File: config.mk
export PLATFORM = sky130hd
export DESIGN_NAME = bstk_crit
export DESIGN_NICKNAME = d
export VERILOG_FILES = /design/src/rtl/bstk_pkg.sv /design/src/rtl/bstk_crit.sv
export SDC_FILE = /design/constraint.sdc
export NUM_CORES = 2
export LEC_CHECK = 0
export ABC_AREA = 1
export BUFFER_PORTS_ARGS = -buffer_cell sky130_fd_sc_hd__buf_2
export CAP_MARGIN = 15
export CORE_ASPECT_RATIO = 0.9
export CORE_MARGIN = 5
export CORE_UTILIZATION = 45
export CTS_CLUSTER_SIZE = 12
export DETAILED_ROUTE_END_ITERATION = 8
export GPL_TIMING_DRIVEN = 0
export SLEW_MARGIN = 5
export SYNTH_ARGS = -nofsm -noshare
export SYNTH_HDL_FRONTEND = slang
export SYNTH_SLANG_ARGS = --single-unit
File: constraint.sdc
create_clock -name clk -period 8.07 [get_ports clk]
set_input_delay 1.614 -clock clk [delete_from_list [all_inputs] [get_ports clk]]
set_output_delay 1.614 -clock clk [all_outputs]
set_load 0.01 [all_outputs]
File: src/rtl/bstk_pkg.sv
// Package: types, constants and field structs for the top-k keeper
`default_nettype none
package bstk_pkg;
  localparam int BEST_PER_SIZE = 8;
  localparam int MAX_SUBSET = 32;
  localparam int NSLOTS = 256;
  localparam int SLOT_W = 8;
  localparam int POS_W = (BEST_PER_SIZE > 1) ? $clog2(BEST_PER_SIZE) : 1;
  localparam int CRIT_W = 48;
  localparam logic [CRIT_W-1:0] CRIT_MAX = {CRIT_W{1'b1}};

  localparam logic [1:0] REG_MODE = 2'd0;
  localparam logic [1:0] REG_DF = 2'd1;
  localparam logic [1:0] REG_SIGMA = 2'd2;
  localparam logic [1:0] REG_PEN = 2'd3;

  localparam logic [1:0] MODE_RAW = 2'd0;
  localparam logic [1:0] MODE_MS = 2'd1;
  localparam logic [1:0] MODE_PEN = 2'd2;

  localparam logic [1:0] ST_READ = 2'd0;
  localparam logic [1:0] ST_WORSE = 2'd1;
  localparam logic [1:0] ST_DUP = 2'd2;
  localparam logic [1:0] ST_INS = 2'd3;

  typedef struct packed {
    logic        func;
    logic [47:0] rss;
    logic [5:0]  subset_size;
    logic [31:0] subset_label;
    logic [7:0]  read_slot;
  } in_t;

  typedef struct packed {
    logic [1:0]  status;
    logic [3:0]  rank;
    logic [47:0] criterion;
    logic [31:0] read_label;
    logic        read_valid;
  } out_t;

  typedef struct packed {
    logic        start;
    logic [47:0] rss;
    logic [5:0]  size;
    logic [1:0]  mode;
    logic [15:0] resid_df;
    logic [47:0] sigma_sq;
    logic [15:0] penalty;
  } crit_req_t;

  typedef struct packed {
    logic        done;
    logic [47:0] value;
  } crit_rsp_t;
endpackage
`default_nettype wire

File: src/rtl/bstk_crit.sv
// Criterion unit: serial divider for mode 1, staged multiply for mode 2, RSS passed through otherwise
`default_nettype none
module bstk_crit (
  input  wire logic               clk,
  input  wire logic               rst,
  input  bstk_pkg::crit_req_t     req,
  output bstk_pkg::crit_rsp_t     rsp
);
  import bstk_pkg::*;

  localparam logic [2:0] S_IDLE = 3'd0;
  localparam logic [2:0] S_DIV = 3'd1;
  localparam logic [2:0] S_M1 = 3'd2;
  localparam logic [2:0] S_M2 = 3'd3;
  localparam logic [2:0] S_M3 = 3'd4;
  localparam logic [2:0] S_DONE = 3'd5;

  logic [2:0]  state;
  logic [5:0]  cnt;
  logic [47:0] quo;
  logic [16:0] rem;
  logic [15:0] dvs;
  logic [47:0] rss;
  logic [21:0] ps;
  logic [39:0] hi;
  logic [7:0]  lo;
  logic [41:0] p_hi_lo;
  logic [41:0] p_hi_hi;
  logic [29:0] p_lo;
  logic [63:0] acc;
  logic [47:0] value;
  logic        div_op;

  logic [16:0] rem_sh;
  logic [63:0] sum;
  logic [63:0] term;

  assign rem_sh = {rem[15:0], quo[47]};
  assign term = {2'd0, p_hi_hi, 20'd0} + {22'd0, p_hi_lo} + {42'd0, p_lo[29:8]};
  assign sum = acc;

  always_ff @(posedge clk) begin
    if (rst) begin
      state <= S_IDLE;
    end else begin
      unique case (state)
        S_IDLE: begin
          if (req.start) begin
            rss <= req.rss;
            if (req.mode == MODE_MS) begin
              if ({10'd0, req.size} >= req.resid_df) begin
                value <= CRIT_MAX;
                state <= S_DONE;
              end else begin
                dvs <= req.resid_df - {10'd0, req.size};
                quo <= req.rss;
                rem <= '0;
                cnt <= 6'd0;
                div_op <= 1'b1;
                state <= S_DIV;
              end
            end else if (req.mode == MODE_PEN) begin
              ps <= 22'(req.penalty) * 22'(req.size);
              hi <= req.sigma_sq[47:8];
              lo <= req.sigma_sq[7:0];
              div_op <= 1'b0;
              state <= S_M1;
            end else begin
              value <= req.rss;
              state <= S_DONE;
            end
          end
        end
        S_DIV: begin
          if (rem_sh >= {1'b0, dvs}) begin
            rem <= rem_sh - {1'b0, dvs};
            quo <= {quo[46:0], 1'b1};
          end else begin
            rem <= rem_sh;
            quo <= {quo[46:0], 1'b0};
          end
          cnt <= cnt + 6'd1;
          if (cnt == 6'd47) state <= S_M3;
        end
        S_M1: begin
          p_hi_lo <= ps * hi[19:0];
          p_hi_hi <= ps * hi[39:20];
          p_lo <= ps * lo;
          state <= S_M2;
        end
        S_M2: begin
          acc <= term + {16'd0, rss};
          state <= S_M3;
        end
        S_M3: begin
          if (div_op) begin
            value <= quo;
          end else begin
            value <= (sum[63:48] != 16'd0) ? CRIT_MAX : sum[47:0];
          end
          cnt <= 6'd0;
          state <= S_DONE;
        end
        S_DONE: state <= S_IDLE;
        default: state <= S_IDLE;
      endcase
    end
  end

  assign rsp.done = (state == S_DONE);
  assign rsp.value = value;
endmodule
`default_nettype wire

==> results.json <==
{
  "fin_area_um2": 67800,
  "drv_slew": 0,
  "finalSetupViolations": 0,
  "grt_overflow": 0,
  "route.detailed.drc": 0,
  "cp.required_ns": 8.46,
  "cts_sinks": 425,
  "htreeDepth": 2,
  "synth.most_common_cell": "nand2_1",
  "numCtsBuffers": 52,
  "syn-cell-area_um2": 62500,
  "dieHeight_um": 363,
  "preCtsSetupSlack_ns": -0.215,
  "numPortBuffers": 183,
  "nNetsFinal": 9741,
  "fmaxAchievable_ghz": 0.125,
  "min_period_over_period_pct": 98.8,
  "fin_ws_ns": 0.0979,
  "drtIter0Drc": 4811,
  "cpPeakStageDelay_ns": 0.81,
  "yosysSeqAreaShare_pct": 20.4,
  "crit_path_start_kind": "flip-flop",
  "dp_hpwl_mm": 182,
  "hold_violations": 0,
  "synth_top_area_share_pct": 30.0,
  "status": "complete, no violations",
  "synth_area_leaders": "fa_1 (30%), edfxtp_1 (20%), nand2_1 (15%), inv_1 (12%), ha_1 (10%)",
  "yosysWarningCount": 0,
  "synth_compound_area_share_pct": 3.94,
  "wl_mm": 217,
  "cts_buffer_depth": 3,
  "crit_path_top_delay_cell": "buf_1",
  "synth_top_family_by_area": "adder cells",
  "drive_above_1_share_pct": 4.38,
  "synthAdderAreaFrac_pct": 40.1,
  "syn_to_final_growth_pct": 8.54,
  "die_area_um2": 146000,
  "gp_congestion": 1.00,
  "synthSimpleGateAreaFrac_pct": 20.3,
  "fin_skew_ns": 0.0462,
  "synth_edf_count": 422,
  "die_x_um": 403,
  "hold_class": "flip-flop to flip-flop",
  "yosys-top-cells-count": "nand2_1 (2,474), inv_1 (1,998), fa_1 (935), ha_1 (504), edfxtp_1 (422)",
  "cts-root-buf": "clkbuf_16",
  "crit_fanout": 10,
  "grt_use_total_pct": 29.7,
  "synth_cell_types": 45,
  "initial_utilization_pct": 45.4,
  "synthMuxAreaShare_pct": 0,
  "worst_pin_slew_ns": 1.36,
  "grt_max_degree": 64,
  "synthCells": 7908,
  "path_common_cell": "fa_1",
  "cts_tree": "done",
  "synth_xor_area_share_pct": 1.74,
  "drt_first_pass_iters": 6,
  "ys.flop_type": "edfxtp_1",
  "drtAntennaViolNets": 0,
  "criticalPathCategory": "flip-flop to flip-flop",
  "boundaryPins": 188,
  "crit_chain": "clkbuf_1 > buf_1 > nand2_1 > fa_1 > fa_1 > inv_1 > fa_1 > fa_1 > fa_1 > fa_1 > inv_1 > fa_1 > inv_1 > ha_1 > a21oi_1 > o21ai_0 > a21oi_1 > nand3_1 > nand2_1 > nand2_1 > nand2_1 > nand2_1",
  "max-cap-violations": 0,
  "placed_area_um2": 66000,
  "clock_latency_ns": 0.67,
  "synthArstFlopShare_pct": 0,
  "syn_area_per_cell_um2": 7.90,
  "grt_pass1_wl_mm": 325,
  "rsz0062_at_grt": "false",
  "synth_seq_cells": 425,
  "drt-vias-per-instance": 5.12,
  "wl_per_cell_um": 21.6,
  "grt_pass1_vias": 51700,
  "end_kind": "flip-flop",
  "cts_hold_buf": 0,
  "clkTransAtPathRegs_ns": 0.06,
  "antenna_found_initial": 6,
  "vias": 51400,
  "cp.arrival_ns": 8.36,
  "maxSlewHeadroom_pct": 9.07,
  "num_rows": 129,
  "synth_top_cell_by_area": "fa_1",
  "design.core.area_um2": 138000,
  "synth_fp_nets": 9486,
  "finalCriticalPeriod_ns": 7.97
}
-- layout by cell type (no fill, tap or decap), types with 6 or more instances in the layout --
| cell type | n |
|---|---|
| a21boi_0 | 8 |
| a21o_1 | 6 |
| a21oi_1 | 249 |
| and2_1 | 9 |
| buf_1 | 32 |
| buf_12 | 6 |
| buf_2 | 195 |
| buf_4 | 9 |
| buf_8 | 6 |
| clkbuf_1 | 181 |
| clkbuf_16 | 53 |
| clkbuf_2 | 21 |
| clkinv_1 | 9 |
| clkinv_2 | 8 |
| edfxtp_1 | 422 |
| fa_1 | 935 |
| ha_1 | 504 |
| inv_1 | 1997 |
| inv_2 | 8 |
| nand2_1 | 2474 |
| nand3_1 | 186 |
| nand3b_1 | 10 |
| nand4_1 | 55 |
| nor2_1 | 408 |
| nor2_2 | 7 |
| nor3_1 | 30 |
| nor4_1 | 9 |
| o21a_1 | 7 |
| o21ai_0 | 88 |
| o21bai_1 | 30 |
| o22ai_1 | 47 |
| or2_2 | 6 |
| xnor2_1 | 25 |
| xor2_1 | 99 |
-- layout make-up --
cell class,instances,area [um2]
Inverter,2005,7530
Timing Repair Buffer,208,1260
Clock buffer,64,1370
Tap cell,1834,2290
Antenna cell,3,7.51
Buffer,244,1020
Multi-Input combinational cell,5227,41300
Clock inverter,31,325
Fill cell,13800,69900
Sequential cell,425,12700
-- repair_timing --
action | in CTS | in global routing
hold endpoints to repair | 0 | 0
gates resized for setup | 8 | 44
buffers inserted | 0 | 3
setup endpoints to repair | 8 | 28
-- routing by layer --
metal	vias to the layer above	global-route usage (%)	share of wire, %
met4	6	10.2	4.2
li1	24000	-	-
met5	-	0	0.024
met2	2238	45.3	43
met1	24900	42.1	44
met3	336	6.43	9.6
-- worst max-delay path, delay by kind of cell (launching register included) --
| family | cells | cell delay [ns] |
|---|---|---|
| buffers and inverters | 5 | 1.80 |
| AO/OA/AOI/OAI | 3 | 0.82 |
| AND/OR/NAND/NOR | 6 | 0.80 |
| flip-flops | 1 | 0.37 |
| adder cells (fa/ha/maj) | 8 | 3.92 |
-- registers in the layout, summed over array words and instances, names as in the netlist, 22 cells and up --
name,cells
acc,63
quo,48
rss,48
value,48
p_hi_hi,42
p_hi_lo,42
hi,40
p_lo,22
ps,22
-- cells by family after synthesis --
logic type | after synthesis
adder cells (fa/ha/maj) | 1439
XOR/XNOR | 124
flip-flops | 425
AND/OR/NAND/NOR | 3215
buffers and inverters | 2256
AO/OA/AOI/OAI | 449
-- through the flow --
stage / hold WS [ns] / setup TNS, ns / cells / utilization [%]
floorplan: 0.514 / 0 / 7908 / -
global placement: 0.524 / -285.43 / 9925 / 47.7
detailed placement: 0.533 / -0.713 / 9946 / 47.9
CTS: 0.551 / 0 / 10000 / 49.2
global route: 0.569 / 0 / 10000 / 49.2
finish: 0.552 / 0 / 10000 / 49.2
-- worst paths after layout --
kind                              start          end  slack, ns  cells past startpoint
worst max-delay path              ps[0]  p_hi_lo[38]        0.1                     22
worst max register to register    ps[0]  p_hi_lo[38]        0.1                     22
worst min-delay path            quo[21]      quo[22]       0.55                      2
worst min register to register  quo[21]      quo[22]       0.55                      2
Power is not shown: default switching activity piles up to over one toggle a cycle in this logic, so the estimate is an artifact.
